File: src/rtl/shc_pkg.sv
// ----------------------------------------------------------------------------
// Shared-hit clustering package
// Types, state encodings and fixed widths shared by the clustering modules.
// ----------------------------------------------------------------------------
package shc_pkg;

    // Widths fixed by the transaction fields and by the parameter ranges.
    localparam int TRACK_W    = 16;
    localparam int HIT_W      = 16;
    localparam int CNT_MAX_W  = 9;   // holds a pending count of up to 256
    localparam int PADDR_MAX_W = 8;  // pending buffer index, up to 256 entries
    localparam int HADDR_MAX_W = 20; // hit table index, up to 2^20 entries

    // Event tag stored with every table entry; a tag that differs from the
    // current one marks the entry as not present in this event.
    localparam int EPOCH_BITS = 8;
    typedef logic [EPOCH_BITS-1:0] epoch_t;
    localparam epoch_t EPOCH_FIRST = epoch_t'(1);
    localparam epoch_t EPOCH_LAST  = '1;
    localparam epoch_t EPOCH_NONE  = '0;

    typedef enum logic [1:0] {
        F_CLEAR,
        F_IDLE,
        F_LOOK
    } front_state_t;

    typedef enum logic {
        B_IDLE,
        B_WRITE
    } back_state_t;

    // One classified track handed from the front to the back.
    typedef struct packed {
        logic [TRACK_W-1:0]   track;
        logic [TRACK_W-1:0]   leader;
        logic                 new_cluster;
        logic                 overflow;
        logic [CNT_MAX_W-1:0] count;
        epoch_t               epoch;
    } job_t;

    // Write port of the hit table.
    typedef struct packed {
        logic                   en;
        logic [HADDR_MAX_W-1:0] addr;
        epoch_t                 epoch;
        logic [TRACK_W-1:0]     leader;
    } tbl_wr_t;

    // Write port of the pending hit buffer.
    typedef struct packed {
        logic                   en;
        logic [PADDR_MAX_W-1:0] addr;
        logic [HADDR_MAX_W-1:0] hit;
    } pend_wr_t;

endpackage

File: src/rtl/shc_if.sv


interface shc_res_if;
    logic        valid;
    logic        ready;
    logic [15:0] track_id_out;
    logic [15:0] leader_id;
    logic        new_cluster;
    logic        overflow;

    modport source (output valid, track_id_out, leader_id, new_cluster, overflow,
                    input ready);
    modport sink   (input valid, track_id_out, leader_id, new_cluster, overflow,
                    output ready);
endinterface

File: src/rtl/shc_back.sv
// ----------------------------------------------------------------------------
// Clustering back
// Takes classified jobs, writes the buffered hits of new clusters into the
// hit table and presents the result transaction from an output register.
// ----------------------------------------------------------------------------
module shc_back
    import shc_pkg::*;
#(
    parameter int HIT_ID_SPACE = 65536,
    parameter int MAX_HITS     = 32
)
(
    input  logic      clk,
    input  logic      rst_n,
    input  pend_wr_t  pend_wr,
    input  logic      q_avail,
    input  job_t      q_head,
    output logic      q_pop,
    output tbl_wr_t   upd_wr,
    output logic      wb_done,
    shc_res_if.source results
);
    localparam int HIDX_W = $clog2(HIT_ID_SPACE);
    localparam int CNT_W  = $clog2(MAX_HITS + 1);
    localparam int PIDX_W = (MAX_HITS > 1) ? $clog2(MAX_HITS) : 1;

    logic [HIDX_W-1:0]  pend_mem [MAX_HITS];
    back_state_t        state_reg, state_next;
    job_t               job_reg;
    logic [CNT_W-1:0]   idx_reg;
    logic               rdv_reg;
    logic [HIDX_W-1:0]  rd_hit_reg;
    logic               out_vld_reg;
    job_t               out_reg;

    logic               has_writes;
    logic               issue;
    logic               finish;
    logic               load_out;

    assign q_pop      = q_avail && (state_reg == B_IDLE) && (!out_vld_reg || results.ready);
    assign has_writes = q_head.new_cluster && (q_head.count != '0);
    assign issue      = (state_reg == B_WRITE) && (CNT_MAX_W'(idx_reg) < job_reg.count);
    assign finish     = (state_reg == B_WRITE) && !issue && !rdv_reg;
    assign load_out   = (q_pop && !has_writes) || finish;
    assign wb_done    = (q_pop && q_head.new_cluster && !has_writes) || finish;

    always_comb
    begin
        state_next = state_reg;
        unique case (state_reg)
            B_IDLE:
            begin
                if (q_pop && has_writes)
                begin
                    state_next = B_WRITE;
                end
            end
            B_WRITE:
            begin
                if (finish)
                begin
                    state_next = B_IDLE;
                end
            end
            default:
            begin
                state_next = B_IDLE;
            end
        endcase
    end

    always_comb
    begin
        upd_wr.en     = rdv_reg;
        upd_wr.addr   = HADDR_MAX_W'(rd_hit_reg);
        upd_wr.epoch  = job_reg.epoch;
        upd_wr.leader = job_reg.track;
    end

    assign results.valid        = out_vld_reg;
    assign results.track_id_out = out_reg.track;
    assign results.leader_id    = out_reg.leader;
    assign results.new_cluster  = out_reg.new_cluster;
    assign results.overflow     = out_reg.overflow;

    always_ff @(posedge clk)
    begin
        if (pend_wr.en)
        begin
            pend_mem[pend_wr.addr[PIDX_W-1:0]] <= pend_wr.hit[HIDX_W-1:0];
        end
        if (issue)
        begin
            rd_hit_reg <= pend_mem[idx_reg[PIDX_W-1:0]];
        end
        if (q_pop)
        begin
            job_reg <= q_head;
        end
        if (load_out)
        begin
            out_reg <= finish ? job_reg : q_head;
        end
    end

    always_ff @(posedge clk or negedge rst_n)
    begin
        if (!rst_n)
        begin
            state_reg   <= B_IDLE;
            idx_reg     <= '0;
            rdv_reg     <= 1'b0;
            out_vld_reg <= 1'b0;
        end
        else
        begin
            state_reg <= state_next;
            rdv_reg   <= issue;
            if (q_pop)
            begin
                idx_reg <= '0;
            end
            else if (issue)
            begin
                idx_reg <= idx_reg + CNT_W'(1);
            end
            if (load_out)
            begin
                out_vld_reg <= 1'b1;
            end
            else if (results.ready)
            begin
                out_vld_reg <= 1'b0;
            end
        end
    end

    // Table writes happen only while a new cluster is being written back.
    a_wr_in_write: assert property (@(posedge clk) disable iff (!rst_n)
        upd_wr.en |-> (state_reg == B_WRITE))
        else $error("table write outside write-back");

    // A finished write-back loads its result only into an empty output register.
    a_out_free: assert property (@(posedge clk) disable iff (!rst_n)
        finish |-> !out_vld_reg)
        else $error("write-back finished with output occupied");

    // Only new clusters are written back.
    a_wr_new: assert property (@(posedge clk) disable iff (!rst_n)
        (state_reg == B_WRITE) |-> job_reg.new_cluster)
        else $error("write-back of a joined track");
endmodule

File: src/flat_wrapper.sv
// flat-port wrapper written by rule: the top's interface ports become plain ports
module shc_back_flat import shc_pkg::*;
#(
    parameter int HIT_ID_SPACE = 65536,
    parameter int MAX_HITS     = 32
)
  (clk, rst_n, pend_wr, q_avail, q_head, q_pop, upd_wr, wb_done, results_valid, results_track_id_out, results_leader_id, results_new_cluster, results_overflow, results_ready);
  shc_res_if results_i ();
  input  logic clk;
  input  logic rst_n;
  input  pend_wr_t pend_wr;
  input  logic q_avail;
  input  job_t q_head;
  output logic q_pop;
  output tbl_wr_t upd_wr;
  output logic wb_done;
  output wire logic [$bits(results_i.valid)-1:0] results_valid;
  output wire logic [$bits(results_i.track_id_out)-1:0] results_track_id_out;
  output wire logic [$bits(results_i.leader_id)-1:0] results_leader_id;
  output wire logic [$bits(results_i.new_cluster)-1:0] results_new_cluster;
  output wire logic [$bits(results_i.overflow)-1:0] results_overflow;
  input wire logic [$bits(results_i.ready)-1:0] results_ready;
  assign results_valid = results_i.valid;
  assign results_track_id_out = results_i.track_id_out;
  assign results_leader_id = results_i.leader_id;
  assign results_new_cluster = results_i.new_cluster;
  assign results_overflow = results_i.overflow;
  assign results_i.ready = results_ready;
  shc_back #(.HIT_ID_SPACE(HIT_ID_SPACE), .MAX_HITS(MAX_HITS)) u_core (.clk(clk), .rst_n(rst_n), .pend_wr(pend_wr), .q_avail(q_avail), .q_head(q_head), .q_pop(q_pop), .upd_wr(upd_wr), .wb_done(wb_done), .results(results_i));
endmodule
File: config.mk
export PLATFORM = sky130hd
export DESIGN_NAME = shc_back_flat
export DESIGN_NICKNAME = d
export VERILOG_FILES = /design/src/rtl/shc_pkg.sv /design/src/rtl/shc_if.sv /design/src/rtl/shc_back.sv /design/src/flat_wrapper.sv
export SDC_FILE = /design/constraint.sdc
export NUM_CORES = 1
export LEC_CHECK = 0
export BUFFER_PORTS_ARGS = -buffer_cell sky130_fd_sc_hd__buf_4
export CAP_MARGIN = 25
export CORE_ASPECT_RATIO = 0.6
export CORE_MARGIN = 5
export CORE_UTILIZATION = 60
export CTS_CLUSTER_DIAMETER = 60
export DETAILED_ROUTE_END_ITERATION = 8
export PLACE_DENSITY = 0.79
export RECOVER_POWER = 100
export REMOVE_ABC_BUFFERS = 1
export SETUP_SLACK_MARGIN = 0.2
export SYNTH_ARGS = -nofsm -noshare
export SYNTH_HDL_FRONTEND = slang
export SYNTH_SLANG_ARGS = --single-unit
File: constraint.sdc
create_clock -name clk -period 3.6 [get_ports clk]
set_input_delay 0.54 -clock clk [delete_from_list [all_inputs] [get_ports clk]]
set_output_delay 0.54 -clock clk [all_outputs]
set_load 0.05 [all_outputs]
==> impl_metrics.env <==
export IMPL_synthCells=1141
export IMPL_ant_nets=0
export IMPL_final_nets=1419
export IMPL_path_cells="clkbuf_2, clkbuf_2, mux4_2, mux2_2, o22ai_1, nor3_1"
export IMPL_worst_slack_ns=0.2728
export IMPL_drtIter0Drc=1322
export IMPL_cp_arrival_ns=3.62
export IMPL_synth_warnings=0
export IMPL_grt_usage_pct=23.38
export IMPL_hpwl_mm=31.36
export IMPL_io_buffers=154
export IMPL_drc=0
export IMPL_largest_reg_flops=512
export IMPL_power_leakage_uw=0.008558
export IMPL_critPathSlowestCell="clkbuf_2"
export IMPL_path_common_cell="clkbuf_2"
export IMPL_die_h_um=165.2
export IMPL_grt_max_degree=101
export IMPL_slowest_delay_ns=0.75
export IMPL_grt_pass1_vias=12010
export IMPL_rsz0062_at_grt="no"
export IMPL_synth_edf_count=613
export IMPL_synth_seq_cells=622
export IMPL_clkSinkCount=622
export IMPL_start_util_pct=61.16
export IMPL_p_seq_share_pct=44.8
export IMPL_fin_area_mm2=0.02690
export IMPL_netSwitchingFraction_pct=30.34
export IMPL_pin_count=166
export IMPL_power_uw=19300
export IMPL_antenna_found_initial=2
export IMPL_power_density_mw_per_mm2=717.4
export IMPL_clock_latency_ns=0.58
export IMPL_layout_commonest_cell="edfxtp_1"
export IMPL_worstMarginPinSlew_ns=1.728
export IMPL_netlist_area_mm2=0.02408
export IMPL_route_detailed_wl_per_inst_um=27.66
export IMPL_p_sw_uw=5856
export IMPL_clockBufferDepth=3
export IMPL_outcome="finished with violations"
export IMPL_drv_cap=14
export IMPL_cts_htree_levels=2
export IMPL_layout_drive_gt1_share_pct=23.17
export IMPL_power_frac_clock_pct=28.0
export IMPL_first_pass_iters=6
export IMPL_hold_slack_ns=0.1532
export IMPL_wl_mm=52.28
export IMPL_ir_worst_vdd_mv=0.4508
export IMPL_grt_pass1_wl_mm=75.87
export IMPL_fmax_mhz=300.6
export IMPL_p_int_uw=13440
export IMPL_clk_transition_reported_paths_ns=0.07
export IMPL_skew_ns=0.01735
export IMPL_slew_headroom_pct=-15.20
export IMPL_utilization_pct=68.31
export IMPL_place_area_mm2=0.02584
export IMPL_crit_type="reg2reg"
export IMPL_synth_area_per_cell_um2=21.11
export IMPL_seq_area_frac_synth_pct=77.37
export IMPL_period_minus_slack_ns=3.327
export IMPL_netlist_cell_type_count=46
export IMPL_pwr_share_comb_pct=27.2
export IMPL_hold_viol=0
export IMPL_dp_slack_ns=0.8115
export IMPL_area_growth_pct=11.69
export IMPL_critPathLaunchType="flip-flop"
export IMPL_rows=56
export IMPL_dieArea_mm2=0.04438
export IMPL_die_x_um=268.7
export IMPL_final_cell_mix="edfxtp_1 (613), clkbuf_1 (158), mux4_2 (104)"
export IMPL_vias_per_cell=6.253
export IMPL_hold_class="in2reg"
export IMPL_worstPathRequired_ns=3.90
export IMPL_violations="max-capacitance violations, max-slew violations"
export IMPL_worst_path_max_fanout=25
export IMPL_cp_top_family="buffers and inverters"
export IMPL_vias=11820
export IMPL_cts_root_buffer="clkbuf_16"
export IMPL_async_reset_ff_share_pct=1.447
export IMPL_diodes=0
export IMPL_setup_violations=0
export IMPL_endpoint_kind="flip-flop"
export IMPL_synth_ff_type="edfxtp_1"
export IMPL_cts_buffers_inserted=52
export IMPL_crit_buf_inv=2
export IMPL_gp_congestion=0.8139
export IMPL_period_share_pct=92.42
export IMPL_tritoncts="built"
export IMPL_slew_violations=288
export IMPL_core_area_mm2=0.03938
export IMPL_grt_overflow=0
==> timing repair <==
| item | in CTS | in global routing |
|---|---|---|
| setup endpoints to repair | 0 | 1 |
| resized for setup | 0 | 1 |
| hold endpoints to repair | 9 | 0 |
| hold buffers | 1 | 0 |
| buffers inserted | 0 | 2 |
==> worst register-to-register path, delay by kind of cell, from the launching register on <==
| family | cells | cell delay [ns] |
|---|---|---|
| buf+inv | 2 | 1.28 |
| mux | 2 | 0.72 |
| compound gates | 1 | 0.60 |
| flops | 1 | 0.36 |
| simple gates | 1 | 0.12 |
==> cells in the mapped netlist (9+ instances only) <==
library cell,count,area [um^2]
edfxtp_1,613,18410
mux4_2,104,2342
mux2_2,73,822.0
buf_4,39,292.8
mux2i_1,36,360.4
nor2_1,36,135.1
o22ai_1,26,162.7
a21oi_1,24,120.1
nand2_1,20,75.07
nor2b_1,13,81.33
nor3_1,13,65.06
buf_2,12,60.06
buf_6,12,135.1
o221ai_1,12,105.1
clkbuf_1,11,41.29
a211oi_1,10,75.07
dfrtp_1,9,225.2
inv_1,9,33.78
==> stage by stage <==
step                      TNS [ns]  std cells
final                            0       1890
after global routing             0       1890
after CTS                        0       1888
after detailed placement         0       1794
after global placement           0       1794
after floorplan            -296.30       1064
==> power by group through the flow <==
stage / logic, uW / clock network (uW) / registers [uW]
detailed placement: 5200 / 0 / 8860
global route: 5530 / 5800 / 8690
floorplan: 2690 / 0 / 9770
global placement: 5090 / 0 / 8840
CTS: 5240 / 5480 / 8700
finish: 5260 / 5390 / 8650
==> cell type report <==
type	instances	area, um^2
Clock inverter	33	236.5
Multi-Input combinational cell	433	4865
Clock buffer	60	1374
Timing Repair Buffer	211	1094
Fill cell	2526	12480
Inverter	9	33.78
Sequential cell	622	18650
Tap cell	522	653.1
==> worst paths after layout <==
| path | start | slack, ns | cells past startpoint | to |
|---|---|---|---|---|
| setup / recovery | u_core.idx_reg[4] | 0.27 | 6 | u_core.rd_hit_reg[9] |
| hold / removal | q_head[4] | 0.15 | 1 | u_core.upd_wr[20] |
| setup reg to reg | u_core.idx_reg[4] | 0.27 | 6 | u_core.rd_hit_reg[9] |
| hold reg to reg | u_core.job_reg[27] | 0.55 | 1 | u_core.results.leader_id[8] |
| max in group asynchronous | rst_n | 2.71 | 2 | u_core.idx_reg[1] |
| min in group asynchronous | rst_n | 0.46 | 2 | u_core.results.valid |
==> cells by family after synthesis <==
group,Yosys count,synth area share [%]
flip-flops,622,77.37
multiplexers,218,14.87
AND/OR/NAND/NOR,111,2.364
AO/OA/AOI/OAI,94,2.597
buffers and inverters,89,2.478
adder cells (fa/ha/maj),6,0.3117
other,1,0.01557
==> routing by layer <==
layer | up-vias | part of all wire [%] | GRT usage [%]
li1 | 5044 | - | -
met1 | 6141 | 40 | 34.63
met2 | 543 | 47 | 34.93
met3 | 88 | 11 | 7.286
met4 | 2 | 2.2 | 5.693
met5 | - | 0.015 | 0
No activity file was read; power rests on OpenSTA's default activity.
