$ cat src/rtl/shc_pkg.sv
// ----------------------------------------------------------------------------
// Shared-hit clustering package
// Types, state encodings and fixed widths shared by the clustering modules.
// ----------------------------------------------------------------------------
package shc_pkg;

    // Widths fixed by the transaction fields and by the parameter ranges.
    localparam int TRACK_W    = 16;
    localparam int HIT_W      = 16;
    localparam int CNT_MAX_W  = 9;   // holds a pending count of up to 256
    localparam int PADDR_MAX_W = 8;  // pending buffer index, up to 256 entries
    localparam int HADDR_MAX_W = 20; // hit table index, up to 2^20 entries

    // Event tag stored with every table entry; a tag that differs from the
    // current one marks the entry as not present in this event.
    localparam int EPOCH_BITS = 8;
    typedef logic [EPOCH_BITS-1:0] epoch_t;
    localparam epoch_t EPOCH_FIRST = epoch_t'(1);
    localparam epoch_t EPOCH_LAST  = '1;
    localparam epoch_t EPOCH_NONE  = '0;

    typedef enum logic [1:0] {
        F_CLEAR,
        F_IDLE,
        F_LOOK
    } front_state_t;

    typedef enum logic {
        B_IDLE,
        B_WRITE
    } back_state_t;

    // One classified track handed from the front to the back.
    typedef struct packed {
        logic [TRACK_W-1:0]   track;
        logic [TRACK_W-1:0]   leader;
        logic                 new_cluster;
        logic                 overflow;
        logic [CNT_MAX_W-1:0] count;
        epoch_t               epoch;
    } job_t;

    // Write port of the hit table.
    typedef struct packed {
        logic                   en;
        logic [HADDR_MAX_W-1:0] addr;
        epoch_t                 epoch;
        logic [TRACK_W-1:0]     leader;
    } tbl_wr_t;

    // Write port of the pending hit buffer.
    typedef struct packed {
        logic                   en;
        logic [PADDR_MAX_W-1:0] addr;
        logic [HADDR_MAX_W-1:0] hit;
    } pend_wr_t;

endpackage

$ cat src/rtl/shc_queue.sv
// ----------------------------------------------------------------------------
// Job queue
// Two-entry queue of classified tracks between the front and the back.
// ----------------------------------------------------------------------------
module shc_queue
    import shc_pkg::*;
(
    input  logic clk,
    input  logic rst_n,
    input  logic push,
    input  job_t push_job,
    output logic full,
    output logic avail,
    output job_t head,
    input  logic pop
);
    job_t       slot_reg [2];
    logic       wr_ptr_reg;
    logic       rd_ptr_reg;
    logic [1:0] cnt_reg;
    logic [1:0] cnt_next;

    assign full  = (cnt_reg == 2'd2);
    assign avail = (cnt_reg != 2'd0);
    assign head  = slot_reg[rd_ptr_reg];

    always_comb
    begin
        cnt_next = cnt_reg;
        if (push && !pop)
        begin
            cnt_next = cnt_reg + 2'd1;
        end
        else if (pop && !push)
        begin
            cnt_next = cnt_reg - 2'd1;
        end
    end

    always_ff @(posedge clk)
    begin
        if (push)
        begin
            slot_reg[wr_ptr_reg] <= push_job;
        end
    end

    always_ff @(posedge clk or negedge rst_n)
    begin
        if (!rst_n)
        begin
            wr_ptr_reg <= 1'b0;
            rd_ptr_reg <= 1'b0;
            cnt_reg    <= 2'd0;
        end
        else
        begin
            if (push)
            begin
                wr_ptr_reg <= !wr_ptr_reg;
            end
            if (pop)
            begin
                rd_ptr_reg <= !rd_ptr_reg;
            end
            cnt_reg <= cnt_next;
        end
    end
endmodule

$ cat config.mk
export PLATFORM = sky130hd
export DESIGN_NAME = shc_queue
export DESIGN_NICKNAME = d
export VERILOG_FILES = /design/src/rtl/shc_pkg.sv /design/src/rtl/shc_queue.sv
export SDC_FILE = /design/constraint.sdc
export NUM_CORES = 1
export LEC_CHECK = 0
export ABC_CLOCK_PERIOD_IN_PS = 4600
export BUFFER_PORTS_ARGS = -buffer_cell sky130_fd_sc_hd__buf_4
export CORE_MARGIN = 1.5
export CORE_UTILIZATION = 56
export CTS_CLUSTER_DIAMETER = 30
export DETAILED_ROUTE_END_ITERATION = 6
export PLACE_DENSITY = 0.91
export SLEW_MARGIN = 25
export SYNTH_ARGS = -nofsm -noshare
export SYNTH_HDL_FRONTEND = slang
export SYNTH_SLANG_ARGS = --single-unit
$ cat constraint.sdc
create_clock -name clk -period 4.6 [get_ports clk]
set_input_delay 0.69 -clock clk [delete_from_list [all_inputs] [get_ports clk]]
set_output_delay 0.69 -clock clk [all_outputs]
set_load 0.01 [all_outputs]
==> summary.md, run 1 <==
| Metric | Value |
|---|---|
| Sequential cell area fraction in the yosys report | 0.7675 |
| Slowest CP cell | dfrtp_4 |
| Slew HR | 0.3807 |
| Max reg flops | 102 |
| HPWL Detailed | 4.100 mm |
| Period minus WS final | 2.682 ns |
| CTS Buf Count | 9 |
| IO Count | 108 |
| Setup TNS | 0 ns |
| HP Class | input pin to asynchronous set/reset pin |
| DR WL/cell | 15.62 um |
| Chip width | 88.79 um |
| CTS tree | done |
| Iter 0 DRT Violations | 93 |
| First drt pass iteration count | 4 |
| Worst Tran Pin Value | 0.9289 ns |
| Setup ws final | 1.918 ns |
| Clk_lat worst skew | 0.35 ns |
| Syn Area/Cell | 23.55 um^2 |
| Synth cell types | 14 |
| Vias in the first global route | 1781 |
| Share of cells above drive strength 1 | 0.6109 |
| Clock Path Buffers | 2 |
| P_leak | 0.002084 uW |
| Final setup violation count | 0 |
| Synthesized net count | 231 |
| Fin crit share | 0.5831 |
| Post-synthesis instance total | 175 |
| Die height | 88.79 um |
| Maxcap violations | 0 |
| Die ar. | 7884 um^2 |
| Worst setup SP type | flip-flop |
| Place WS | 2.283 ns |
| VDD IR-drop max | 0.3940 mV |
| First-pass GRT wire length | 8.452 mm |
| Crit path required time | 3.91 ns |
| Root Buffer | clkbuf_8 |
| PostCTS Resize Cnt | 0 |
| Flop and latch count out of synthesis | 106 |
| Synthesized cell area | 4121 um^2 |
| PortBufs | 107 |
| H-tree depth | 3 |
| Largest cells by area after synthesis | edfxtp_1 74%, mux2_4 18%, buf_12 2.4%, dfrtp_1 2.4%, xor2_1 0.85% |
| Post-DRT Antenna Nets | 0 |
| Layout area overhead | 25.38% |
| Unrepaired setup endpoints after global routing | no |
| Final hold violation count | 0 |
| Setup Skew | 0.01065 ns |
| Gr ovfl total | 0 |
| Initial antenna violation count | 0 |
| Nets | 344 |
| Cell row count | 31 |
| Routed Wire Length | 6.123 mm |
| Initial Utilization | 0.5744 |
| Setup Fix Bufs, Post-CTS | 0 |
| Yosys warnings | 0 |
| # diodes | 0 |
| Synth area leader | edfxtp_1 |
| GRT Total Usage | 0.1498 |
| GPL Wtd Cong | 0.6462 |
| Worst-path clk slew | 0.09 ns |
| Residual DRC | 0 |
| Worst-path fanout max | 52 |
| CTS Sinks | 106 |
| Pwr dens | 577.8 nW/um^2 |
| Critical-path cell list | mux2_2 > buf_4 |
| Vias/cell | 4.842 |
| Crit Path Category | flip-flop to primary output |
| Via count | 1898 |
| Buf/Inv on CP | 1 |
| Slew Limit Fails | 0 |
| CP top delay family | flip-flops |
| Critical Path AT | 1.99 ns |
| Status | completed |
| Endpoint type of the worst setup path | primary output |
| Largest net degree at the start of global routing | 53 |
| Worst path max stage delay | 1.06 ns |
| Core area | 7176 um^2 |
| Fmax | 372.8 MHz |
| Share of the synthesized area in the top cell type | 0.7432 |
| Post-CTS Hold Buffers | 0 |
## logic make-up (layout without fill, tap and decap cells)
| group | after synthesis | in the layout | synth area share |
|---|---|---|---|
| DFF | 106 | 106 | 0.7675 |
| muxes | 51 | 51 | 0.1840 |
| buffers and inverters | 7 | 125 | 0.02793 |
| xor gates and xnor gates | 5 | 5 | 0.01062 |
| and+or+nand+nor | 5 | 5 | 0.006983 |
| adders and majority gates | 1 | 1 | 0.003035 |
## cell usage in the layout, fill, tap and decap left out, drive strengths merged
cell,count
buf,108
edfxtp,102
mux2,51
clkbuf,9
xor2,4
dfrtp,4
inv,4
clkinvlp,2
nor2b,2
or2,1
and2,1
xnor2,1
nor2,1
ha,1
bufinv,1
clkinv,1
## path summary, 6_finish.rpt
check | start | end | slack (ns) | cells after the start
worst min register to register | cnt_reg[1]$_DFFE_PN0P_ | cnt_reg[1]$_DFFE_PN0P_ | 0.48 | 1
min in group clk | cnt_reg[1]$_DFFE_PN0P_ | cnt_reg[1]$_DFFE_PN0P_ | 0.48 | 1
worst min-delay path | rst_n | rd_ptr_reg$_DFFE_PN0P_ | 0.12 | 1
max in group asynchronous | rst_n | rd_ptr_reg$_DFFE_PN0P_ | 4.37 | 1
worst max register to register | wr_ptr_reg$_DFFE_PN0P_ | slot_reg[0][3]$_DFFE_PP_ | 2.80 | 2
worst max-delay path | rd_ptr_reg$_DFFE_PN0P_ | head[42] | 1.92 | 2
## metal layers
layer / wire, um / GRT usage
met1: 2492 / 0.1882
met2: 3174 / 0.2438
met3: 359 / 0.03731
met4: 97 / 0.07528
met5: 0 / 0
## synth_stat cells
master    count
dfrtp_1       4
xor2_1        4
mux2_2        2
and2_1        1
buf_6         1
nor2b_1       2
mux2_4       49
xnor2_1       1
nor2_1        1
ha_1          1
or2_2         1
inv_1         1
buf_12        5
edfxtp_1    102
## worst reg2reg max path, stage by stage, from the launching register on
cell and delay [ns]:
dfrtp_1 0.44, nor2b_4 0.52, buf_4 0.49
## metrics by stage
step / area [um^2] / power (uW) / hold WS [ns] / util / instances
global route: 5167 / 3133 / 0.09241 / 0.7201 / 392
detailed placement: 4959 / 2457 / 0.4712 / 0.6910 / 376
CTS: 5167 / 3024 / 0.1004 / 0.7201 / 392
floorplan: 4121 / 2122 / 0.3944 / - / 175
finish: 5167 / 2986 / 0.1168 / 0.7201 / 392
global placement: 4957 / 2432 / 0.4639 / 0.6908 / 376
## cell type report
cell class / instances / area [um^2]
Sequential cell: 106 / 3167
Fill cell: 435 / 2008
Multi-Input combinational cell: 62 / 853.3
Timing Repair Buffer: 108 / 810.8
Clock buffer: 9 / 123.9
Tap cell: 99 / 123.9
Clock inverter: 7 / 85.08
Inverter: 1 / 3.754
## power by group
part           internal, uW  switching, uW  total (uW)
Sequential             1280            175        1460
Combinational           609            346         956
Clock                   262            310         572
No activity file was read; power rests on OpenSTA's default activity.
==> run 2, diff against run 1 <==
Settings changed: ABC_CLOCK_PERIOD_IN_PS 4600 to 2600, CORE_UTILIZATION 56 to 52, PLACE_DENSITY 0.91 to 0.86.
Clock period 4.6 ns to 2.6 ns, I/O delays scaled along.
==> summary.md, run 2 (synthesis gave the netlist of run 1 again) <==
| Metric | Value |
|---|---|
| Crit Path Category | flip-flop to primary output |
| Clock Path Buffers | 2 (unchanged) |
| PostCTS Resize Cnt | 0 (unchanged) |
| DR WL/cell | 15.47 um (-0.98%) |
| Clk_lat worst skew | 0.35 ns (about the same) |
| Slowest CP cell | dfrtp_4 |
| CTS tree | done |
| # diodes | 0 (unchanged) |
| CTS Buf Count | 9 (unchanged) |
| Most frequent cells in the layout | 109 x buf_4, 102 x edfxtp_1, 49 x mux2_4 |
| First-pass GRT wire length | 9.087 mm (+7.5%) |
| Die height | 92.03 um (+3.6%) |
| Metal2 WL | 3.291 mm (+3.7%) |
| IO Count | 108 (unchanged) |
| Endpoint type of the worst setup path | primary output |
| GRT Total Usage | 0.1495 (-0.0003190) |
| Hold_ws | 0.2168 ns (+0.1000 ns) |
| Vias in the first global route | 1875 (+5.3%) |
| Place WS | 0.6270 ns (-1.656 ns) |
| Slew Limit Fails | 0 (unchanged) |
| Initial antenna violation count | 0 (unchanged) |
| P_leak | 0.002095 uW (+0.50%) |
| Via count | 1908 (+0.53%) |
| Die ar. | 8469 um^2 (+7.4%) |
| Residual DRC | 0 (unchanged) |
| Iter 0 DRT Violations | 74 (-20%) |
| M1 WL | 2.387 mm (-4.2%) |
| Status | completed |
| Worst-path fanout max | 33 (-37%) |
| Most common cell after layout, fill and taps aside | buf_4 |
| Post-DRT Antenna Nets | 0 (unchanged) |
| Worst path max stage delay | 0.84 ns (-0.22 ns) |
| Unrepaired setup endpoints after global routing | no |
| Pwr dens | 1007 nW/um^2 (+74%) |
| Largest net degree at the start of global routing | 36 (-32%) |
| Worst setup SP type | flip-flop |
| Gr ovfl total | 0 (unchanged) |
| Vias/cell | 4.794 (-0.99%) |
| Worst-path clk slew | 0.09 ns (about the same) |
| Top Layer Used | met4 |
| Cell row count | 32 (+3.2%) |
| H-tree depth | 3 (unchanged) |
| Maxcap violations | 0 (unchanged) |
| VDD IR-drop max | 0.7542 mV (+91%) |
| Critical-path cell list | buf_12 > mux2_4 > buf_4 |
| CTS Sinks | 106 (unchanged) |
| Routed Wire Length | 6.156 mm (+0.54%) |
| Initial Utilization | 0.5361 (-0.03824) |
| Final setup violation count | 0 (unchanged) |
| Max reg flops | 102 (unchanged) |
| Nets | 348 (+1.2%) |
| Layout area overhead | 26.05% |
| PortBufs | 107 (unchanged) |
| Fmax | 426.3 MHz |
| First drt pass iteration count | 4 (unchanged) |
| Chip width | 92.03 um (+3.6%) |
| Root Buffer | clkbuf_8 |
| Fillers | 509 (+17%) |
| Share of cells above drive strength 1 | 0.5980 (-0.01295) |
| Setup Skew | 0.006307 ns (-0.004348 ns) |
| Slew HR | 0.5819 (+0.2012) |
| Final hold violation count | 0 (unchanged) |
| Fin crit share | 0.9023 |
| HP Class | input pin to flip-flop |
| Core area | 7687 um^2 (+7.1%) |
| Critical Path AT | 1.96 ns (-0.03 ns) |
| GPL Wtd Cong | 0.7010 (+8.5%) |
| Period minus WS final | 2.346 ns |
| HPWL Detailed | 4.219 mm (+2.9%) |
| Worst Tran Pin Value | 0.6271 ns (-0.3018 ns) |
| Setup TNS | 0 ns (unchanged) |
| Crit path required time | 2.21 ns (-1.70 ns) |
| Routed wl met3 | 340 um (-5.3%) |
| Setup ws final | 0.2540 ns (-1.664 ns) |
-- run 2: changes by cell type in the layout (fill, tap and decap cells not counted) --
cell / delta
and2_2: +1
and2_4: -1
buf_12: +2
buf_4: +1
clkbuf_1: +3
clkinv_1: +1
clkinv_4: -1
clkinvlp_4: -1
dlygate4sd3_1: +1
inv_6: -1
inv_8: -2
-- run 2: area by class of cell --
cell class,instances,area [um^2],share of cell area
Tap cell,102,127.6,0.02457
Clock buffer,12,135.1,0.02601
Multi-Input combinational cell,62,852.1,0.1640
Inverter,1,3.754,0.0007225
Timing Repair Buffer,112,868.3,0.1671
Sequential cell,106,3167,0.6096
Clock inverter,3,41.29,0.007948
-- run 2: final timing paths --
path,startpoint,end,slack (ns),depth (start not counted)
max in group asynchronous,rst_n,rd_ptr_reg$_DFFE_PN0P_,2.12,2
worst min-delay path,push_job[6],slot_reg[0][6]$_DFFE_PP_,0.22,1
worst min register to register,cnt_reg[1]$_DFFE_PN0P_,cnt_reg[1]$_DFFE_PN0P_,0.49,1
worst max-delay path,rd_ptr_reg$_DFFE_PN0P_,head[2],0.25,3
min in group asynchronous,rst_n,rd_ptr_reg$_DFFE_PN0P_,0.37,2
worst max register to register,wr_ptr_reg$_DFFE_PN0P_,slot_reg[0][28]$_DFFE_PP_,0.99,2
-- run 2: per-stage QoR --
step / instances / total power (uW) / utilization / area, um^2
6_report: 398 / 5232 / 0.6758 / 5195
5_1_grt: 398 / 5467 / 0.6758 / 5195
4_1_cts: 398 / 5297 / 0.6758 / 5195
3_5_place_dp: 382 / 4386 / 0.6515 / 5009
3_3_place_gp: 382 / 4336 / 0.6515 / 5009
2_1_floorplan: 175 / 3750 / - / 4124
-- run 2: power by group --
part	leakage (uW)	total, uW	internal (uW)	switching [uW]
clock network	0.0000841	917	438	478
registers	0.00100	2510	2270	235
logic	0.00101	1810	1110	700
-- run 2: routing by layer --
metal  vias up  global-route usage
met2        68              0.2568
met1       918              0.1711
met5         -                   0
li1        912                   -
met4         0             0.08077
met3        10             0.03814
-- run 2: critical path: cells and delay by family (launching register included) --
kind	cells	cell delay [ns]
flops	1	0.84
mux	1	0.32
buf+inv	2	0.42
-- run 2: timing repair --
item / 4_1_cts / 5_1_grt
setup endpoints to repair: 0 / 0
buffers inserted: 0 / 0
hold buffers: 1 / 0
endpoints found under the hold margin: 4 / 0
