### src/rtl/shc_pkg.sv
// ----------------------------------------------------------------------------
// Shared-hit clustering package
// Types, state encodings and fixed widths shared by the clustering modules.
// ----------------------------------------------------------------------------
package shc_pkg;

    // Widths fixed by the transaction fields and by the parameter ranges.
    localparam int TRACK_W    = 16;
    localparam int HIT_W      = 16;
    localparam int CNT_MAX_W  = 9;   // holds a pending count of up to 256
    localparam int PADDR_MAX_W = 8;  // pending buffer index, up to 256 entries
    localparam int HADDR_MAX_W = 20; // hit table index, up to 2^20 entries

    // Event tag stored with every table entry; a tag that differs from the
    // current one marks the entry as not present in this event.
    localparam int EPOCH_BITS = 8;
    typedef logic [EPOCH_BITS-1:0] epoch_t;
    localparam epoch_t EPOCH_FIRST = epoch_t'(1);
    localparam epoch_t EPOCH_LAST  = '1;
    localparam epoch_t EPOCH_NONE  = '0;

    typedef enum logic [1:0] {
        F_CLEAR,
        F_IDLE,
        F_LOOK
    } front_state_t;

    typedef enum logic {
        B_IDLE,
        B_WRITE
    } back_state_t;

    // One classified track handed from the front to the back.
    typedef struct packed {
        logic [TRACK_W-1:0]   track;
        logic [TRACK_W-1:0]   leader;
        logic                 new_cluster;
        logic                 overflow;
        logic [CNT_MAX_W-1:0] count;
        epoch_t               epoch;
    } job_t;

    // Write port of the hit table.
    typedef struct packed {
        logic                   en;
        logic [HADDR_MAX_W-1:0] addr;
        epoch_t                 epoch;
        logic [TRACK_W-1:0]     leader;
    } tbl_wr_t;

    // Write port of the pending hit buffer.
    typedef struct packed {
        logic                   en;
        logic [PADDR_MAX_W-1:0] addr;
        logic [HADDR_MAX_W-1:0] hit;
    } pend_wr_t;

endpackage

### src/rtl/shc_if.sv
// ----------------------------------------------------------------------------
// Shared-hit clustering channels
// Valid/ready channels for hit transactions and cluster result transactions.
// ----------------------------------------------------------------------------
interface shc_hit_if;
    logic        valid;
    logic        ready;
    logic        new_event;
    logic [15:0] track_id;
    logic        has_hit;
    logic [15:0] hit_id;
    logic        last_hit;

    modport source (output valid, new_event, track_id, has_hit, hit_id, last_hit,
                    input ready);
    modport sink   (input valid, new_event, track_id, has_hit, hit_id, last_hit,
                    output ready);
endinterface


### src/rtl/shc_front.sv
// ----------------------------------------------------------------------------
// Clustering front
// Accepts hit transactions, looks each hit up in the table, buffers the hits
// of an unmatched track and emits one classified job per track.
// ----------------------------------------------------------------------------
module shc_front
    import shc_pkg::*;
#(
    parameter int HIT_ID_SPACE  = 65536,
    parameter int MAX_HITS      = 32,
    parameter int TRACK_ID_BITS = 16
)
(
    input  logic                            clk,
    input  logic                            rst_n,
    shc_hit_if.sink                         items,
    output logic                            tbl_rd_en,
    output logic [$clog2(HIT_ID_SPACE)-1:0] tbl_rd_addr,
    input  epoch_t                          tbl_rd_epoch,
    input  logic [TRACK_W-1:0]              tbl_rd_leader,
    output tbl_wr_t                         clr_wr,
    output pend_wr_t                        pend_wr,
    output logic                            push,
    output job_t                            push_job,
    input  logic                            q_full,
    input  logic                            wb_done
);
    localparam int HIDX_W = $clog2(HIT_ID_SPACE);
    localparam int LEAD_W = (TRACK_ID_BITS < TRACK_W) ? TRACK_ID_BITS : TRACK_W;
    localparam int CNT_W  = $clog2(MAX_HITS + 1);
    localparam int PIDX_W = (MAX_HITS > 1) ? $clog2(MAX_HITS) : 1;
    localparam logic [TRACK_W-1:0] TRACK_MASK = TRACK_W'((64'd1 << LEAD_W) - 64'd1);
    localparam logic [CNT_W-1:0]   CNT_FULL   = CNT_W'(MAX_HITS);

    front_state_t       state_reg, state_next;
    epoch_t             epoch_reg;
    logic               fresh_reg;
    logic [HIDX_W-1:0]  clr_addr_reg;
    logic [TRACK_W-1:0] it_track_reg;
    logic               it_has_reg;
    logic [HIDX_W-1:0]  it_idx_reg;
    logic               it_last_reg;
    logic [CNT_W-1:0]   cnt_reg, cnt_next;
    logic               matched_reg, matched_next;
    logic [TRACK_W-1:0] mlead_reg, mlead_next;
    logic               ovf_reg, ovf_next;
    logic               wb_pend_reg;

    logic [HIDX_W-1:0]  in_idx;
    logic               wrap_block;
    logic               fire;
    logic               lookup;
    logic               known;
    logic               buf_hit;

    generate
        if (HIDX_W <= HIT_W)
        begin : g_idx_narrow
            assign in_idx = items.hit_id[HIDX_W-1:0];
        end
        else
        begin : g_idx_wide
            assign in_idx = HIDX_W'(items.hit_id);
        end
    endgenerate

    // A new event on the last tag needs a clearing sweep before it enters.
    assign wrap_block = items.new_event && (epoch_reg == EPOCH_LAST) && !fresh_reg;
    assign items.ready = (state_reg == F_IDLE) && !wb_pend_reg && !q_full && !wrap_block;
    assign fire = items.valid && items.ready;

    assign lookup  = it_has_reg && !matched_reg;
    assign known   = (tbl_rd_epoch == epoch_reg);
    assign buf_hit = lookup && !known && (cnt_reg < CNT_FULL);

    always_comb
    begin
        cnt_next     = cnt_reg + CNT_W'(buf_hit);
        matched_next = matched_reg || (lookup && known);
        mlead_next   = (lookup && known) ? tbl_rd_leader : mlead_reg;
        ovf_next     = ovf_reg || (lookup && !known && (cnt_reg >= CNT_FULL));
    end

    always_comb
    begin
        state_next = state_reg;
        unique case (state_reg)
            F_CLEAR:
            begin
                if (clr_addr_reg == '1)
                begin
                    state_next = F_IDLE;
                end
            end
            F_IDLE:
            begin
                if (fire)
                begin
                    state_next = F_LOOK;
                end
                else if (items.valid && wrap_block && !wb_pend_reg)
                begin
                    state_next = F_CLEAR;
                end
            end
            F_LOOK:
            begin
                state_next = F_IDLE;
            end
            default:
            begin
                state_next = F_CLEAR;
            end
        endcase
    end

    always_comb
    begin
        tbl_rd_en   = fire;
        tbl_rd_addr = in_idx;

        clr_wr.en     = (state_reg == F_CLEAR);
        clr_wr.addr   = HADDR_MAX_W'(clr_addr_reg);
        clr_wr.epoch  = EPOCH_NONE;
        clr_wr.leader = '0;

        pend_wr.en   = (state_reg == F_LOOK) && buf_hit;
        pend_wr.addr = PADDR_MAX_W'(cnt_reg[PIDX_W-1:0]);
        pend_wr.hit  = HADDR_MAX_W'(it_idx_reg);

        push                 = (state_reg == F_LOOK) && it_last_reg;
        push_job.track       = it_track_reg;
        push_job.leader      = matched_next ? mlead_next : it_track_reg;
        push_job.new_cluster = !matched_next;
        push_job.overflow    = ovf_next;
        push_job.count       = CNT_MAX_W'(cnt_next);
        push_job.epoch       = epoch_reg;
    end

    always_ff @(posedge clk)
    begin
        if (fire)
        begin
            it_track_reg <= items.track_id & TRACK_MASK;
            it_has_reg   <= items.has_hit;
            it_idx_reg   <= in_idx;
            it_last_reg  <= items.last_hit;
        end
    end

    always_ff @(posedge clk or negedge rst_n)
    begin
        if (!rst_n)
        begin
            state_reg    <= F_CLEAR;
            epoch_reg    <= EPOCH_FIRST;
            fresh_reg    <= 1'b1;
            clr_addr_reg <= '0;
            cnt_reg      <= '0;
            matched_reg  <= 1'b0;
            mlead_reg    <= '0;
            ovf_reg      <= 1'b0;
            wb_pend_reg  <= 1'b0;
        end
        else
        begin
            state_reg <= state_next;
            if (state_reg == F_CLEAR)
            begin
                clr_addr_reg <= clr_addr_reg + HIDX_W'(1);
                if (clr_addr_reg == '1)
                begin
                    epoch_reg <= EPOCH_FIRST;
                    fresh_reg <= 1'b1;
                end
            end
            if (fire)
            begin
                fresh_reg <= 1'b0;
                if (items.new_event)
                begin
                    if (!fresh_reg)
                    begin
                        epoch_reg <= epoch_reg + epoch_t'(1);
                    end
                    cnt_reg     <= '0;
                    matched_reg <= 1'b0;
                    mlead_reg   <= '0;
                    ovf_reg     <= 1'b0;
                end
            end
            if (state_reg == F_LOOK)
            begin
                if (it_last_reg)
                begin
                    cnt_reg     <= '0;
                    matched_reg <= 1'b0;
                    mlead_reg   <= '0;
                    ovf_reg     <= 1'b0;
                end
                else
                begin
                    cnt_reg     <= cnt_next;
                    matched_reg <= matched_next;
                    mlead_reg   <= mlead_next;
                    ovf_reg     <= ovf_next;
                end
            end
            if (push && !matched_next)
            begin
                wb_pend_reg <= 1'b1;
            end
            else if (wb_done)
            begin
                wb_pend_reg <= 1'b0;
            end
        end
    end

    // No lookup may start while a new cluster is still being written back.
    a_no_fire_during_wb: assert property (@(posedge clk) disable iff (!rst_n)
        fire |-> !wb_pend_reg)
        else $error("hit accepted while write-back pending");

    // The pending count never exceeds the buffer depth.
    a_cnt_bound: assert property (@(posedge clk) disable iff (!rst_n)
        cnt_reg <= CNT_FULL)
        else $error("pending count beyond buffer depth");

    // The tag reserved for cleared entries is never the live one.
    a_epoch_live: assert property (@(posedge clk) disable iff (!rst_n)
        epoch_reg != EPOCH_NONE)
        else $error("live event tag equals cleared tag");
endmodule

### src/flat_wrapper.sv
// flat-port wrapper written by rule: the top's interface ports become plain ports
module shc_front_flat import shc_pkg::*;
#(
    parameter int HIT_ID_SPACE  = 65536,
    parameter int MAX_HITS      = 32,
    parameter int TRACK_ID_BITS = 16
)
  (clk, rst_n, tbl_rd_en, tbl_rd_addr, tbl_rd_epoch, tbl_rd_leader, clr_wr, pend_wr, push, push_job, q_full, wb_done, items_valid, items_new_event, items_track_id, items_has_hit, items_hit_id, items_last_hit, items_ready);
  shc_hit_if items_i ();
  input  logic clk;
  input  logic rst_n;
  output logic tbl_rd_en;
  output logic [$clog2(HIT_ID_SPACE)-1:0] tbl_rd_addr;
  input  epoch_t tbl_rd_epoch;
  input  logic [TRACK_W-1:0] tbl_rd_leader;
  output tbl_wr_t clr_wr;
  output pend_wr_t pend_wr;
  output logic push;
  output job_t push_job;
  input  logic q_full;
  input  logic wb_done;
  input wire logic [$bits(items_i.valid)-1:0] items_valid;
  input wire logic [$bits(items_i.new_event)-1:0] items_new_event;
  input wire logic [$bits(items_i.track_id)-1:0] items_track_id;
  input wire logic [$bits(items_i.has_hit)-1:0] items_has_hit;
  input wire logic [$bits(items_i.hit_id)-1:0] items_hit_id;
  input wire logic [$bits(items_i.last_hit)-1:0] items_last_hit;
  output wire logic [$bits(items_i.ready)-1:0] items_ready;
  assign items_i.valid = items_valid;
  assign items_i.new_event = items_new_event;
  assign items_i.track_id = items_track_id;
  assign items_i.has_hit = items_has_hit;
  assign items_i.hit_id = items_hit_id;
  assign items_i.last_hit = items_last_hit;
  assign items_ready = items_i.ready;
  shc_front #(.HIT_ID_SPACE(HIT_ID_SPACE), .MAX_HITS(MAX_HITS), .TRACK_ID_BITS(TRACK_ID_BITS)) u_core (.clk(clk), .rst_n(rst_n), .items(items_i), .tbl_rd_en(tbl_rd_en), .tbl_rd_addr(tbl_rd_addr), .tbl_rd_epoch(tbl_rd_epoch), .tbl_rd_leader(tbl_rd_leader), .clr_wr(clr_wr), .pend_wr(pend_wr), .push(push), .push_job(push_job), .q_full(q_full), .wb_done(wb_done));
endmodule
### config.mk
export PLATFORM = sky130hd
export DESIGN_NAME = shc_front_flat
export DESIGN_NICKNAME = d
export VERILOG_FILES = /design/src/rtl/shc_pkg.sv /design/src/rtl/shc_if.sv /design/src/rtl/shc_front.sv /design/src/flat_wrapper.sv
export SDC_FILE = /design/constraint.sdc
export NUM_CORES = 1
export LEC_CHECK = 0
export ABC_AREA = 1
export BUFFER_PORTS_ARGS = -buffer_cell sky130_fd_sc_hd__buf_4
export CORE_ASPECT_RATIO = 1.5
export CORE_MARGIN = 3
export CORE_UTILIZATION = 49
export CTS_BUF_LIST = sky130_fd_sc_hd__clkbuf_8
export CTS_CLUSTER_DIAMETER = 200
export DETAILED_ROUTE_END_ITERATION = 6
export PLACE_DENSITY = 0.82
export SLEW_MARGIN = 20
export SYNTH_ARGS = -nofsm -noshare
export SYNTH_HDL_FRONTEND = slang
export SYNTH_SLANG_ARGS = --single-unit
### constraint.sdc
create_clock -name clk -period 2.4 [get_ports clk]
set_input_delay 0.24 -clock clk [delete_from_list [all_inputs] [get_ports clk]]
set_output_delay 0.24 -clock clk [all_outputs]
set_load 0.005 [all_outputs]
==> impl_metrics.toml <==
[grt]
grt_use_total_pct = 23.3
grt_pass1_vias = 4261
grt_max_degree = 53
grtUsageMet2_pct = 40.7
grt_use_met3_pct = 7.35
grt_util_met1_pct = 25.6
antenna_found_initial = 0
busiest_layer = "met2"
grt_first_pass_wirelength_mm = 20.1
grt-ovfl-total = 0

[layout]
layout_common_cells = "208 x buf_4, 149 x nand2_1, 75 x inv_1"
multi_input_area_um2 = 1910
fin_util_pct = 69.4
areaGrowthSynthToFinish_pct = 36.4
fin_nets = 815
register_area_um2 = 2320
final_layout_size_suffix_gt1_share_pct = 36.2
antenna_cells = 0
final_common_cell = "buf_4"
fill_cells = 711

[clock_network]
clock_sinks = 86
clockRootBuffer = "clkbuf_8"
cts_buffers = 9
clockBufferDepth = 2
path_clk_slew_ps = 90
htree_levels = 3
cts_tree = "yes"
clock_latency_ps = 370

[synth]
yosys.area.top_type = "dfrtp_1"
synth.area.top_cells = "dfrtp_1 26%, edfxtp_1 21%, nand2_1 12%"
synth_top_area_share_pct = 26.1
avgSynthCellArea_um2 = 8.65
yosysWarnings = 0
synth.distinct_cells = 38
yosysSeqAreaShare_pct = 48.5
syn_inst = 554
syn_area_um2 = 4790
synth_seq_cells = 86

[detailed_routing]
drc = 0
drt-initial-drc-count = 230
vias_per_cell = 4.91
dr_total_vias = 4238
postRouteAntennaNets = 0
drt_wl_total_mm = 12.9
detail_route.wl_per_cell_um = 14.9
firstDrtPassIters = 4

[worst_setup_path]
regToRegEndpoint = "u_core.epoch_reg[0]$_DFF_PN1_"
critPathBufInv = 3
r2r_cells = 17
cp-endpoint = "push_job[13]"
critical_path.startpoint = "u_core.epoch_reg[0]$_DFF_PN1_"
crit_path_start_kind = "flip-flop"
crit_slowest_cell = "dfstp_2"
r2r-start = "u_core.epoch_reg[0]$_DFF_PN1_"
worst-setup-path-type = "reg2out"
cpMostUsedCell = "nand2_2"
cp_top_family = "simple AND/OR/NAND/NOR gates"
critical_path_arrival_ps = 2260
rrSetupSlack_ps = -70
max_stage_delay_ps = 570
cp.depth = 13
cp.required_ps = 2160
worst-path-max-fanout = 4
end_kind = "primary output"
path_cells = "inv_2, nand2_2, nand2_2, nand2_4, nor2_4, nand2_2, nand2_4, nor2_4, ha_4, nand4_1, xor2_2, inv_1, buf_6"

[sta]
setup_violations = 4
rsz0062_at_grt = "yes"
fin_crit_sh_pct = 104
slew_viol_final = 0
period_minus_slack_ps = 2500
fin_ws_ps = -102
skew_ps = 9.64
fmax_mhz = 400
worst_pin_slew_ps = 712
slew_headroom_pct = 52.5
hold_viol_final = 0

[placed_design]
hpwl_mm = 9.30
routabilityCongestion = 0.920
pre_cts_slack_ps = 173
port_buffers = 169

[power]
leakage_nw = 3.45
peakVddDrop_mv = 0.625
power.density_nw_per_um2 = 702

[floorplanning]
die_w_um = 86.7
core_area_um2 = 9420
io-pin-count = 208
die_height_um = 127
initial_core_util_pct = 50.9
row_count = 43
fp.dieArea_um2 = 11000

[job]
maxCapViolCount = 0

[run_status]
violations = "setup timing"
status = "finished, violations left"

[worst_hold_path]
hp-class = "in2reg"
==> through the flow <==
stage               instance area (um^2)  cells  hold slack, ps  power, mW  setup TNS (ps)
floorplan                           4930    591           -55.6       2.59               0
global placement                    5880    812             328       3.11               0
detailed placement                  5880    812             338       3.16               0
CTS                                 6320    853            27.1       4.49            -187
global route                        6530    864            21.6       4.83            -991
finish                              6530    864            38.4       4.59            -209
==> power breakdown <==
| group | internal (mW) | total (mW) | switching, mW |
|---|---|---|---|
| combinational | 0.797 | 1.53 | 0.733 |
| clock | 0.581 | 1.11 | 0.532 |
| sequential | 1.73 | 1.94 | 0.213 |
| total | 3.11 | 4.59 | 1.48 |
==> synth_stat cells <==
cell type and instances:
nor3_2 1, xnor2_1 8, nand4_1 22, nor2_2 7, xor2_1 15, nor2_1 18, a31oi_1 2, inv_1 76
o21ai_0 3, nor4_2 1, and2_1 1, ha_1 4, inv_6 1, conb_1 1, nor3_1 8, edfxtp_1 34
dfstp_2 2, or2_0 1, o22ai_1 5, dfrtp_1 50, a21oi_1 4, o21bai_1 2, nand3_1 49, nand3_4 1
nor2_4 3, inv_2 1, nand2_1 156, inv_4 1, nand4_4 1, o21ai_1 2, clkbuf_1 1, buf_4 62
buf_2 1, or2_2 1, nand2_4 1, nand2_8 1, buf_6 4, nand2_2 3
==> final cells by class <==
| class | count | area share [%] |
|---|---|---|
| clock buffer | 9 | 1.90 |
| sequential | 86 | 35.6 |
| tap | 112 | 2.15 |
| inverter | 79 | 4.71 |
| multi-input combinational | 358 | 29.3 |
| clock inverter | 7 | 1.36 |
| timing repair buffer | 213 | 25.0 |
==> worst min-delay path by stage <==
| stage | slack, ps | cells after the start | to | start |
|---|---|---|---|---|
| 5_1_grt | 20 | 1 | u_core.it_track_reg[6]$_DFFE_PN_ | items_track_id[6] |
| 3_5_place_dp | 340 | 1 | u_core.clr_addr_reg[4]$_DFFE_PN0P_ | rst_n |
| 3_3_place_gp | 330 | 1 | u_core.mlead_reg[1]$_DFFE_PN0P_ | rst_n |
| 6_report | 40 | 1 | u_core.it_track_reg[8]$_DFFE_PN_ | items_track_id[8] |
| 2_1_floorplan | -60 | 0 | u_core.clr_addr_reg[0]$_DFFE_PN0P_ | rst_n |
| 4_1_cts | 30 | 1 | u_core.it_track_reg[6]$_DFFE_PN_ | items_track_id[6] |
==> kinds of logic after synthesis <==
kind of cell | synth area share [%]
AO/OA/AOI/OAI | 2.17
buffers and inverters | 17.2
other | 0.0783
adder cells (fa/ha/maj) | 1.04
XOR/XNOR | 4.20
flip-flops | 48.5
AND/OR/NAND/NOR | 26.8
==> worst reg2reg max path: cells and delay by family, from the launching register on <==
kind	cells	cell delay [ps]
buffers and inverters	14	1630
and+or+nand+nor	2	120
AOI/OAI and AO/OA	1	110
DFF	1	570
==> routing by layer <==
layer | share of wire (%) | vias up
li1 | - | 2050
met3 | 8.3 | 36
met2 | 53 | 197
met1 | 35 | 1955
met4 | 3.5 | 0
met5 | 0 | -
==> timing repair <==
item / in CTS / in global routing
gates resized for setup: 13 / 20
buffers inserted: 24 / 11
endpoints found under the hold margin: 50 / 0
hold buffers: 1 / 0
endpoints found under the setup margin: 20 / 25
pin swaps: 8 / 10
Note: power is estimated with default switching activity, not from simulation.
